==> src/sv/fpc_pkg.sv <==
// ----------------------------------------------------------------------------
// fpc_pkg
// shared types, phrase tables and result codes of the failure phrase classifier
// ----------------------------------------------------------------------------
`default_nettype none

package fpc_pkg;

    localparam int WINDOW_BYTES_DEF = 38;
    localparam int PHRASE_COUNT     = 14;
    localparam int PHRASE_MAX       = 38;
    localparam int GROUP_COUNT      = 4;
    localparam int PLEN_W           = $clog2(PHRASE_MAX + 1);

    typedef logic [7:0]                  t_byte;
    typedef logic [PHRASE_MAX*8-1:0]     t_phrase;
    typedef logic [PLEN_W-1:0]           t_plen;
    // byte j of the tail sits j places behind the newest byte
    typedef logic [PHRASE_MAX-1:0][7:0]  t_tail;
    typedef logic [GROUP_COUNT-1:0]      t_groups;

    typedef enum logic [1:0] {
        GRP_HOST_KEY = 2'd0,
        GRP_UNREACH  = 2'd1,
        GRP_CONN     = 2'd2,
        GRP_AUTH     = 2'd3
    } t_group;

    typedef enum logic [2:0] {
        CLS_NONE     = 3'd0,
        CLS_HOST_KEY = 3'd1,
        CLS_UNREACH  = 3'd2,
        CLS_CONN     = 3'd3,
        CLS_AUTH     = 3'd4
    } t_class;

    // per-cell control, common to the whole row
    typedef struct packed {
        logic shift;
        logic clear;
    } t_cell_ctl;

    // string literals are right aligned, so the last character lands in bits [7:0]
    localparam t_phrase PHRASE_TEXT [PHRASE_COUNT] = '{
        "host key verification failed",
        "remote host identification has changed",
        "could not resolve hostname",
        "name or service not known",
        "temporary failure in name resolution",
        "connection refused",
        "connection timed out",
        "no route to host",
        "operation not permitted",
        "connection reset",
        "connection closed",
        "permission denied",
        "authentication failed",
        "no more authentication methods"
    };

    localparam t_plen PHRASE_LEN [PHRASE_COUNT] = '{
        t_plen'(28), t_plen'(38), t_plen'(26), t_plen'(25), t_plen'(36),
        t_plen'(18), t_plen'(20), t_plen'(16), t_plen'(23), t_plen'(16),
        t_plen'(17), t_plen'(17), t_plen'(21), t_plen'(30)
    };

    localparam t_group PHRASE_GROUP [PHRASE_COUNT] = '{
        GRP_HOST_KEY, GRP_HOST_KEY,
        GRP_UNREACH,  GRP_UNREACH,  GRP_UNREACH,
        GRP_CONN,     GRP_CONN,     GRP_CONN,     GRP_CONN,     GRP_CONN,     GRP_CONN,
        GRP_AUTH,     GRP_AUTH,     GRP_AUTH
    };

endpackage

`default_nettype wire

==> src/sv/fpc_if.sv <==
// ----------------------------------------------------------------------------
// fpc_if
// valid/ready channels for text bytes and classification results
// ----------------------------------------------------------------------------
`default_nettype none

interface fpc_in_if;
    logic       valid;
    logic       ready;
    logic [7:0] text_byte;
    logic       end_of_text;

    modport source (output valid, output text_byte, output end_of_text, input ready);
    modport sink   (input valid, input text_byte, input end_of_text, output ready);
endinterface

interface fpc_out_if;
    logic       valid;
    logic       ready;
    logic [2:0] failure_class;
    logic       auth_seen;
    logic       host_key_seen;

    modport source (output valid, output failure_class, output auth_seen,
                    output host_key_seen, input ready);
    modport sink   (input valid, input failure_class, input auth_seen,
                    input host_key_seen, output ready);
endinterface

`default_nettype wire

==> src/sv/fpc_cell.sv <==
// ----------------------------------------------------------------------------
// fpc_cell
// one byte of the recent-text window, passed to its older neighbour on a shift
// ----------------------------------------------------------------------------
`default_nettype none

module fpc_cell (
    input  wire logic              i_clk,
    input  wire logic              i_rst_n,
    input  wire fpc_pkg::t_cell_ctl i_ctl,
    input  wire fpc_pkg::t_byte    i_byte,
    output fpc_pkg::t_byte         o_byte
);
    import fpc_pkg::*;

    t_byte r_byte;

    always_ff @(posedge i_clk) begin
        if (!i_rst_n || i_ctl.clear) begin
            r_byte <= '0;
        end else if (i_ctl.shift) begin
            r_byte <= i_byte;
        end
    end

    assign o_byte = r_byte;

endmodule

`default_nettype wire

==> src/sv/fpc_match.sv <==
// ----------------------------------------------------------------------------
// fpc_match
// compares the window tail with every phrase at once, one hit bit per group
// ----------------------------------------------------------------------------
`default_nettype none

module fpc_match (
    input  wire fpc_pkg::t_tail i_tail,
    output fpc_pkg::t_groups    o_hit
);
    import fpc_pkg::*;

    always_comb begin
        logic v_ok;
        o_hit = '0;
        for (int p = 0; p < PHRASE_COUNT; p++) begin
            v_ok = 1'b1;
            for (int j = 0; j < PHRASE_MAX; j++) begin
                if ((j < int'(PHRASE_LEN[p])) && (i_tail[j] != PHRASE_TEXT[p][8*j +: 8])) begin
                    v_ok = 1'b0;
                end
            end
            if (v_ok) begin
                o_hit[PHRASE_GROUP[p]] = 1'b1;
            end
        end
    end

endmodule

`default_nettype wire

==> src/sv/failure_phrase_classifier_top.sv <==
// ----------------------------------------------------------------------------
// failure_phrase_classifier_top
// streaming classifier of remote-login error texts by fixed phrases
// ----------------------------------------------------------------------------
// The block takes one text byte per transfer, folds A-Z to lower case and
// shifts it into a row of WINDOW_BYTES byte cells. In the same cycle the
// newest bytes of the window are compared against fourteen fixed phrases in
// four groups (host key, unreachable, connection, authentication), and a
// match sets a sticky group flag. The byte marked end_of_text produces one
// result transfer: the highest-priority group seen (host key first, then
// unreachable, connection, authentication, else none) plus separate auth and
// host-key flags; the window and flags are then cleared for the next text.
// Bytes without end_of_text produce no result. Throughput is one byte per
// clock: each byte is compared while it is being shifted in, and the
// result sits in an output register, so input is taken even while a result
// waits, and stops only when that register is full and not being drained.
// A result appears in the cycle after its last byte is accepted.
// ----------------------------------------------------------------------------
`default_nettype none

module failure_phrase_classifier_top #(
    parameter int WINDOW_BYTES = fpc_pkg::WINDOW_BYTES_DEF
) (
    input  wire logic   i_clk,
    input  wire logic   i_rst_n,
    fpc_in_if.sink      i_text,
    fpc_out_if.source   o_result
);
    import fpc_pkg::*;

    // window cells, index WINDOW_BYTES-1 holds the newest byte
    t_byte     w_cell_d [WINDOW_BYTES];
    t_byte     w_cell_q [WINDOW_BYTES];
    t_tail     w_tail;
    t_groups   w_hit;
    t_groups   w_found;
    t_cell_ctl w_ctl;
    t_byte     w_folded;
    t_class    w_class;
    logic      w_accept;

    t_groups r_found;
    t_groups n_found;
    logic    r_out_valid;
    logic    n_out_valid;
    t_class  r_class;
    logic    r_auth;
    logic    r_host;

    // input stalls only when a result is held and not taken this cycle
    assign i_text.ready = !r_out_valid || o_result.ready;
    assign w_accept     = i_text.valid && i_text.ready;

    // case fold on upper-case letters only
    always_comb begin
        if (i_text.text_byte >= 8'h41 && i_text.text_byte <= 8'h5A) begin
            w_folded = i_text.text_byte + 8'd32;
        end else begin
            w_folded = i_text.text_byte;
        end
    end

    // a final byte clears the row instead of shifting
    assign w_ctl.shift = w_accept && !i_text.end_of_text;
    assign w_ctl.clear = w_accept && i_text.end_of_text;

    genvar k;
    generate
        for (k = 0; k < WINDOW_BYTES; k++) begin : g_cell
            if (k == WINDOW_BYTES - 1) begin : g_head
                assign w_cell_d[k] = w_folded;
            end else begin : g_link
                assign w_cell_d[k] = w_cell_q[k+1];
            end
            fpc_cell u_cell (
                .i_clk   (i_clk),
                .i_rst_n (i_rst_n),
                .i_ctl   (w_ctl),
                .i_byte  (w_cell_d[k]),
                .o_byte  (w_cell_q[k])
            );
        end
        // compare the shifted window, including the byte in transfer
        for (k = 0; k < PHRASE_MAX; k++) begin : g_tail
            assign w_tail[k] = w_cell_d[WINDOW_BYTES-1-k];
        end
    endgenerate

    fpc_match u_match (
        .i_tail (w_tail),
        .o_hit  (w_hit)
    );

    assign w_found = r_found | w_hit;

    // priority: host key, unreachable, connection, authentication
    always_comb begin
        if (w_found[GRP_HOST_KEY]) begin
            w_class = CLS_HOST_KEY;
        end else if (w_found[GRP_UNREACH]) begin
            w_class = CLS_UNREACH;
        end else if (w_found[GRP_CONN]) begin
            w_class = CLS_CONN;
        end else if (w_found[GRP_AUTH]) begin
            w_class = CLS_AUTH;
        end else begin
            w_class = CLS_NONE;
        end
    end

    always_comb begin
        n_found = r_found;
        if (w_ctl.clear) begin
            n_found = '0;
        end else if (w_ctl.shift) begin
            n_found = w_found;
        end
    end

    always_comb begin
        n_out_valid = r_out_valid;
        if (w_ctl.clear) begin
            n_out_valid = 1'b1;
        end else if (o_result.ready) begin
            n_out_valid = 1'b0;
        end
    end

    always_ff @(posedge i_clk) begin
        if (!i_rst_n) begin
            r_found     <= '0;
            r_out_valid <= 1'b0;
        end else begin
            r_found     <= n_found;
            r_out_valid <= n_out_valid;
        end
    end

    // result payload, loaded with the final byte of each text
    always_ff @(posedge i_clk) begin
        if (w_ctl.clear) begin
            r_class <= w_class;
            r_auth  <= w_found[GRP_AUTH];
            r_host  <= w_found[GRP_HOST_KEY];
        end
    end

    assign o_result.valid         = r_out_valid;
    assign o_result.failure_class = r_class;
    assign o_result.auth_seen     = r_auth;
    assign o_result.host_key_seen = r_host;

endmodule

`default_nettype wire

==> src/flat_wrapper.sv <==
// flat-port wrapper written by rule: the top's interface ports become plain ports
module failure_phrase_classifier_top_flat import fpc_pkg::*;
#(
    parameter int WINDOW_BYTES = fpc_pkg::WINDOW_BYTES_DEF
)
  (i_clk, i_rst_n, i_text_valid, i_text_text_byte, i_text_end_of_text, i_text_ready, o_result_valid, o_result_failure_class, o_result_auth_seen, o_result_host_key_seen, o_result_ready);
  fpc_in_if i_text_i ();
  fpc_out_if o_result_i ();
  input  wire logic i_clk;
  input  wire logic i_rst_n;
  input wire logic [$bits(i_text_i.valid)-1:0] i_text_valid;
  input wire logic [$bits(i_text_i.text_byte)-1:0] i_text_text_byte;
  input wire logic [$bits(i_text_i.end_of_text)-1:0] i_text_end_of_text;
  output wire logic [$bits(i_text_i.ready)-1:0] i_text_ready;
  output wire logic [$bits(o_result_i.valid)-1:0] o_result_valid;
  output wire logic [$bits(o_result_i.failure_class)-1:0] o_result_failure_class;
  output wire logic [$bits(o_result_i.auth_seen)-1:0] o_result_auth_seen;
  output wire logic [$bits(o_result_i.host_key_seen)-1:0] o_result_host_key_seen;
  input wire logic [$bits(o_result_i.ready)-1:0] o_result_ready;
  assign i_text_i.valid = i_text_valid;
  assign i_text_i.text_byte = i_text_text_byte;
  assign i_text_i.end_of_text = i_text_end_of_text;
  assign i_text_ready = i_text_i.ready;
  assign o_result_valid = o_result_i.valid;
  assign o_result_failure_class = o_result_i.failure_class;
  assign o_result_auth_seen = o_result_i.auth_seen;
  assign o_result_host_key_seen = o_result_i.host_key_seen;
  assign o_result_i.ready = o_result_ready;
  failure_phrase_classifier_top #(.WINDOW_BYTES(WINDOW_BYTES)) u_core (.i_clk(i_clk), .i_rst_n(i_rst_n), .i_text(i_text_i), .o_result(o_result_i));
endmodule
==> config.mk <==
export PLATFORM = sky130hd
export DESIGN_NAME = failure_phrase_classifier_top_flat
export DESIGN_NICKNAME = d
export VERILOG_FILES = /design/src/sv/fpc_pkg.sv /design/src/sv/fpc_if.sv /design/src/sv/fpc_cell.sv /design/src/sv/fpc_match.sv /design/src/sv/failure_phrase_classifier_top.sv /design/src/flat_wrapper.sv
export SDC_FILE = /design/constraint.sdc
export NUM_CORES = 1
export LEC_CHECK = 0
export BUFFER_PORTS_ARGS = -buffer_cell sky130_fd_sc_hd__buf_2
export CORE_ASPECT_RATIO = 1.5
export CORE_MARGIN = 8
export CORE_UTILIZATION = 49
export CTS_CLUSTER_SIZE = 12
export DETAILED_ROUTE_END_ITERATION = 16
export GPL_TIMING_DRIVEN = 0
export PLACE_DENSITY = 0.6
export SYNTH_ARGS = -nofsm -noshare
export SYNTH_HDL_FRONTEND = slang
export SYNTH_SLANG_ARGS = --single-unit
==> constraint.sdc <==
create_clock -name i_clk -period 7.79 [get_ports i_clk]
set_clock_uncertainty 0.15 [all_clocks]
set_input_delay 0.779 -clock i_clk [delete_from_list [all_inputs] [get_ports i_clk]]
set_output_delay 0.779 -clock i_clk [all_outputs]
set_load 0.05 [all_outputs]
# Word-level counts from Yosys, hierarchy flattened
# Index checks and enable logic that the tools add are counted.
# totals
ff_bits,306
out_inout_bits,7
elab_cells,609
# op_classes
add_sub_neg,1
n_lt_le_gt_ge,2
eq_ne,226
muxes,323
bitwise_logic,2
reduce_logical,12
# ops
operator,count
"!= test 8 x 7 -> 1 bit, second input constant",205
two-way mux 1 bit,319
"!= test 8 x 6 -> 1 bit, second input constant",21
"adder 8 x 6 -> 8 bit, second input constant",1
">= comparator 8 x 7 -> 1 bit, second input constant",1
"<= comparator 8 x 7 -> 1 bit, second input constant",1
two-way mux 8 bit,1
logical AND 1 bit,4
two-way mux 2 bit,2
bitwise OR 4 bit,1
logical NOT 1 bit,3
two-way mux 3 bit,1
OR reduction 3 bit,1
logical OR 1 bit,2
nonzero test 2 bit,1
OR reduction 2 bit,1
NOT 1 bit,1

# Depth between registers and ports, before layout
# logic_depth
word_depth,47
depth_mapped,9
ltp_nobuf,8

# Cells and area by module
# Synthesis repeated with hierarchy kept, for this count alone.
# unflattened
hier_cells,1498
hier_area_um2,14446.4
# by_module_without_submodules
module,instances,cells_per_inst,area_per_inst_um2,seq_area_each_um2
fpc_cell,37,27,292.8,160.2
fpc_match,1,453,3148.0,0.0
failure_phrase_classifier_top,1,46,465.4,250.2

# Least setup slack after synthesis
# No wires, ideal clock.
# synth_timing
path_type,input port to flip-flop
from,input port o_result_ready
to,register u_core.g_cell[10].u_cell.r_byte[7]
t_arrival_ps,2370
required_time_ps,7564
setup_slack_ps,5194
stages,7
path_buffers,3
cell_sequence,nand2b_1 -> and2_1 -> clkbuf_1 -> clkbuf_1 -> clkbuf_1 -> nand3b_1 -> a21boi_0
# synth_between
elab_chain_cells,4
word_cells_on_any_way,5
cone_classes,5 x reduce/logical
# synth_rtl
item,line,rtl
start: declaration,flat_wrapper.sv:19,input wire logic [$bits(o_result_i.ready)-1:0] o_result_ready;
logical OR 1 bit (*),failure_phrase_classifier_top.sv:51,assign i_text.ready = !r_out_valid || o_result.ready;
logical AND 1 bit (*),failure_phrase_classifier_top.sv:52,assign w_accept = i_text.valid && i_text.ready;
logical AND 1 bit,failure_phrase_classifier_top.sv:65,assign w_ctl.clear = w_accept && i_text.end_of_text;
logical OR 1 bit,--,
end signal: assignment,fpc_cell.sv:22,r_byte <= i_byte;
end: declaration,fpc_cell.sv:16,t_byte r_byte;
# Every way passes the cells marked *; elsewhere a longest branch is shown, timed or not.
# A chain may end at the register's enable or synchronous reset.

# Worst setup path after layout
# layout_timing
from,register u_core.g_cell[23].u_cell.r_byte[5]
to,"register u_core.r_class[0] (netlist: u_core.o_result.failure_class[0]), data pin"
# layout_between
elab_chain_cells,26
word_cells_on_any_way,120
cone_classes,8 x eq/ne; 111 x mux; 1 x bitwise
# layout_rtl
item,line,rtl
start: declaration,fpc_cell.sv:16,
start signal: assignment,fpc_cell.sv:22,
!= test 8 x 7 -> 1 bit,fpc_match.sv:19,if ((j < int'(PHRASE_LEN[p])) && (i_tail[j] != PHRASE_TEXT[p][8*j +: 8])) begin
two-way mux 1 bit (23 in a row),fpc_match.sv:19,
two-way mux 1 bit,fpc_match.sv:23,if (v_ok) begin
bitwise OR 4 bit (*),failure_phrase_classifier_top.sv:94,assign w_found = r_found | w_hit;
end signal: assignment,failure_phrase_classifier_top.sv:142,r_class <= w_class;
end: declaration,failure_phrase_classifier_top.sv:46,t_class r_class;
# Marked as above.

==> run summary <==
After Yosys synthesis, XOR and XNOR cells account for 0% of the synthesized area. The share of synthesized cell area in and, or, nand and nor gates came out at 43.0%. dfxtp_1 takes more of the synthesized area than any other cell. The max-cap violation count is 1. The number of cells on the worst reg-to-reg path is 8. The worst vdd rail ir drop is 196 uV. The top cell type by area accounts for 37.6% of the synthesized area. The count of final hold-check violations came out at 0.

The initialized floorplan defines 81 standard-cell rows. The async set-reset flop share out of synthesis is 0%. The combinational family with the most area after synthesis is simple AND/OR/NAND/NOR gates. For this run, the leading register cell type out of synthesis is dfxtp_1. The number of sinks handled by clock tree synthesis came out at 306. The data arrival at the endpoint of the critical path is 4850 ps.

STA classifies the critical path startpoint as a flop. The number of global-route vias before repair came to 16,009. The power density relative to cell area came out at 178 nW/um2.

The critical path goes through nor3b_1, nand4_1, nor4_1, nand4_1, o22ai_1, a41oi_1, nor3_1, o31ai_1. The setup violation total in the final timing report came out at 0. The iteration-0 DRC count of the detailed router came out at 1,956. The overall fraction of global-route tracks in use is 40.5%. The relative max-transition margin came out at -2.38%.

The library cell used most frequently in the layout, excluding fill and tap cells, is nand2_1. From synthesis to final layout, the design area changed by 9.05%. The root buffer cell is clkbuf_16. The initial antenna violation count is 4. Subtracting the final worst setup slack from the clock period gives 4720 ps. The average wire per standard cell is 33.7 um.

The portion of netlist area occupied by mux cells is 0%. Sorting the synthesized cells by area gives the leading types as dfxtp_1 (38%), nand3b_1 (14%), a21boi_0 (14%). After detailed routing, the number of remaining DRC violations is 0.

The final wirelength came out at 79,900 um. The cell area that synthesis handed to floorplanning was 16,000 um2. The number of instances resized during post-cts repair is 0. The checks that failed: capacitance limit, slew limit. Of all nets on the critical path, the largest fanout is 6. The number of buffers on the longest clock path came out at 3. The cell occurring most often along the worst timing path is nand4_1.

The net count of the finished layout is 1,960. The share of cells above drive strength 1 came out at 3.58%. During synthesis, Yosys emitted a total of 0 warnings. The number of buffers inserted by port buffering is 18. The TritonCTS buffer count is 31. The number of I/O pins came out at 20. The horizontal die dimension came out at 164 um. The deepest level of the CTS H-tree came out at 1. For the worst-skew pair, the clock arrives at the later sink with an insertion delay of 580 ps. The CTS tree is done. The source of the critical timing path is u_core.g_cell[23].u_cell.o_byte[5]$_SDFFE_PP0P_. After detailed placement, the total cell area comes to 16,700 um2. The detailed-routing iteration count for the pre-antenna-repair pass came out at 7. The delay of the slowest cell on the worst path came out at 1240 ps. The worst hold path was traced through 2 stages. The per-instance average area after synthesis came out at 8.47 um2. On the critical path the largest part of the delay comes from simple AND/OR/NAND/NOR gates.

Setup repair after global routing left no endpoint under its margin. After technology mapping, the gate count stands at 1,895. The static leakage is 4.85 nW. The first global-routing pass estimated 114,000 um of wire. The minimum setup slack among reg-to-reg paths came out at 3070 ps.

The flow ran to the end, but the final reports show violations. The count of buffers added by post-CTS timing repair for setup came out at 0. The half-perimeter wire length after placement came out at 60,500 um. The flip-flop and latch count after synthesis is 306.

In the layout the commonest cells are nand2_1 (338), nand3b_1 (305), dfxtp_1 (301). The adder-cell area share of the yosys netlist is 0.0780%. The die covers 38,900 um2. The max-slew violation total from the final report came out at 7. Data on the critical path is required at its endpoint by 7930 ps. The worst hold path begins at u_core.g_cell[1].u_cell.o_byte[4]$_SDFFE_PP0P_.

The worst setup path is captured at a flop. The maximum achievable frequency is 0.212 GHz. The routed layout has 16,658 vias. In this run the critical register-to-register path is captured at u_core.o_result.failure_class[0]$_SDFFCE_PP1P_. The synthesized netlist devotes 14.8% of its cell area to compound gates. The average vias per placed instance is 7.02. In this run, distinct cell masters in the synthesized netlist total 49.

The measured slew at the worst slew-check pin is 1530 ps. The cell with the largest stage delay on the worst path is nor3b_1. The sequential area share after synthesis came out at 38.5%.

The tightest min-delay check is of the reg2reg type. The count of flip-flops with a built-in enable after synthesis is 5. The post-route clock period utilization is 60.5%. The path with the worst hold slack has its endpoint at u_core.g_cell[1].u_cell.o_byte[4]$_SDFFE_PP0P_.

The total non-filler cell area in the finished layout is 17,500 um2. After floorplanning, the core was sized to cover 32,400 um2. The hold buffer count at cts came out at 0.

Summed over all layers, the global routing overflow is 0. The starting density of the core is 49.5%. The buffers plus inverters on the worst setup path came out at 0. The count of nets left with antenna violations once routing finished came out at 0.

Routability-driven placement finished with a final weighted congestion of 1.07. The startpoint identified for the worst register-to-register timing path is u_core.g_cell[23].u_cell.o_byte[5]$_SDFFE_PP0P_. The y dimension of the die came out at 238 um. The critical path in this run is classified as reg2reg.

Adding up every negative setup slack in the final design gives 0 ps. The clock transition time at the flip-flop clock pins of the worst setup and hold paths is 60 ps. Entering global routing, the biggest net connects 15 pins. The synthesized netlist net count is 1,909.
[tightest hold or removal path, stage by stage (launching register included)]
cell	delay, ps
dfxtp_1	310
nand2_1	50
a21boi_0	60
[through the flow]
stage	power [W]	utilization, %	hold slack [ps]	setup WS [ps]	instances
finish	0.00312	53.9	310	3070	2374
global route	0.00319	53.9	349	3160	2370
CTS	0.00311	53.9	313	3530	2370
detailed placement	0.00182	51.3	305	3580	2328
global placement	0.00181	51.3	300	3450	2328
floorplan	0.00174	-	286	5190	1895
[worst max path at each step]
stage / endpoint / slack, ps / depth (start not counted)
floorplan: u_core.g_cell[10].u_cell.o_byte[7]$_SDFFE_PP0P_ / 5190 / 7
global placement: u_core.o_result.failure_class[0]$_SDFFCE_PP1P_ / 3450 / 8
detailed placement: u_core.o_result.failure_class[0]$_SDFFCE_PP1P_ / 3580 / 8
CTS: u_core.o_result.failure_class[0]$_SDFFCE_PP1P_ / 3530 / 8
global route: u_core.o_result.failure_class[0]$_SDFFCE_PP1P_ / 3160 / 8
finish: u_core.o_result.failure_class[0]$_SDFFCE_PP1P_ / 3070 / 8
[power breakdown]
group          internal [W]  leakage (nW)  switching, W
Combinational     0.0000635          1.98      0.000149
Clock              0.000712         0.404      0.000613
Sequential          0.00157          2.47    0.00000766
[kinds of logic (layout without fill, tap and decap cells)]
logic type      count (synthesis)  in the layout
simple gates                 1113           1113
buf+inv                       157            217
fa+ha+maj                       1              1
other cells                     0              4
compound gates                318            318
flops                         306            306
[cell usage after synthesis, types with 3 or more instances]
master,number
nand3_1,32
nor2_1,32
and4_1,6
nor2b_1,21
nor4b_1,28
nor3b_1,21
nor4_1,63
nand2_1,338
and2_1,9
and3b_1,12
clkbuf_1,144
dfxtp_1,301
and3_1,11
edfxtp_1,5
inv_1,9
a21boi_0,295
nor3_1,26
nand2b_1,9
o31ai_1,4
or4b_2,3
and4b_1,26
or4_1,4
nand3b_1,305
nand4_1,83
and4bb_2,7
or3_1,7
a21oi_1,6
nand4b_1,14
nor4bb_1,47
[per-layer routing]
layer,track usage [%],wire [um],vias up
met1,43.2,26800,7948
met5,0,0,-
li1,-,-,7055
met3,9.77,7430,478
met2,64.3,35900,1177
met4,39.2,9750,0
[registers in the layout, summed over array words and instances, names as in the netlist]
register,count
u_core.o_result.host_key_seen,1
u_core.o_result.failure_class,3
u_core.o_result.valid,1
u_core.r_found,4
u_core.g_cell.u_cell.o_byte,296
u_core.o_result.auth_seen,1
[layout make-up]
class | instances | area [um2]
antenna | 4 | 10.0
buffer | 148 | 558
clock buffer | 36 | 795
clock inverter | 6 | 38.8
fill | 3029 | 14900
inverter | 9 | 33.8
multi-input combinational | 1432 | 9280
sequential | 306 | 6180
tap | 415 | 519
timing repair buffer | 18 | 90.1
No activity file was read; power rests on OpenSTA's default activity.
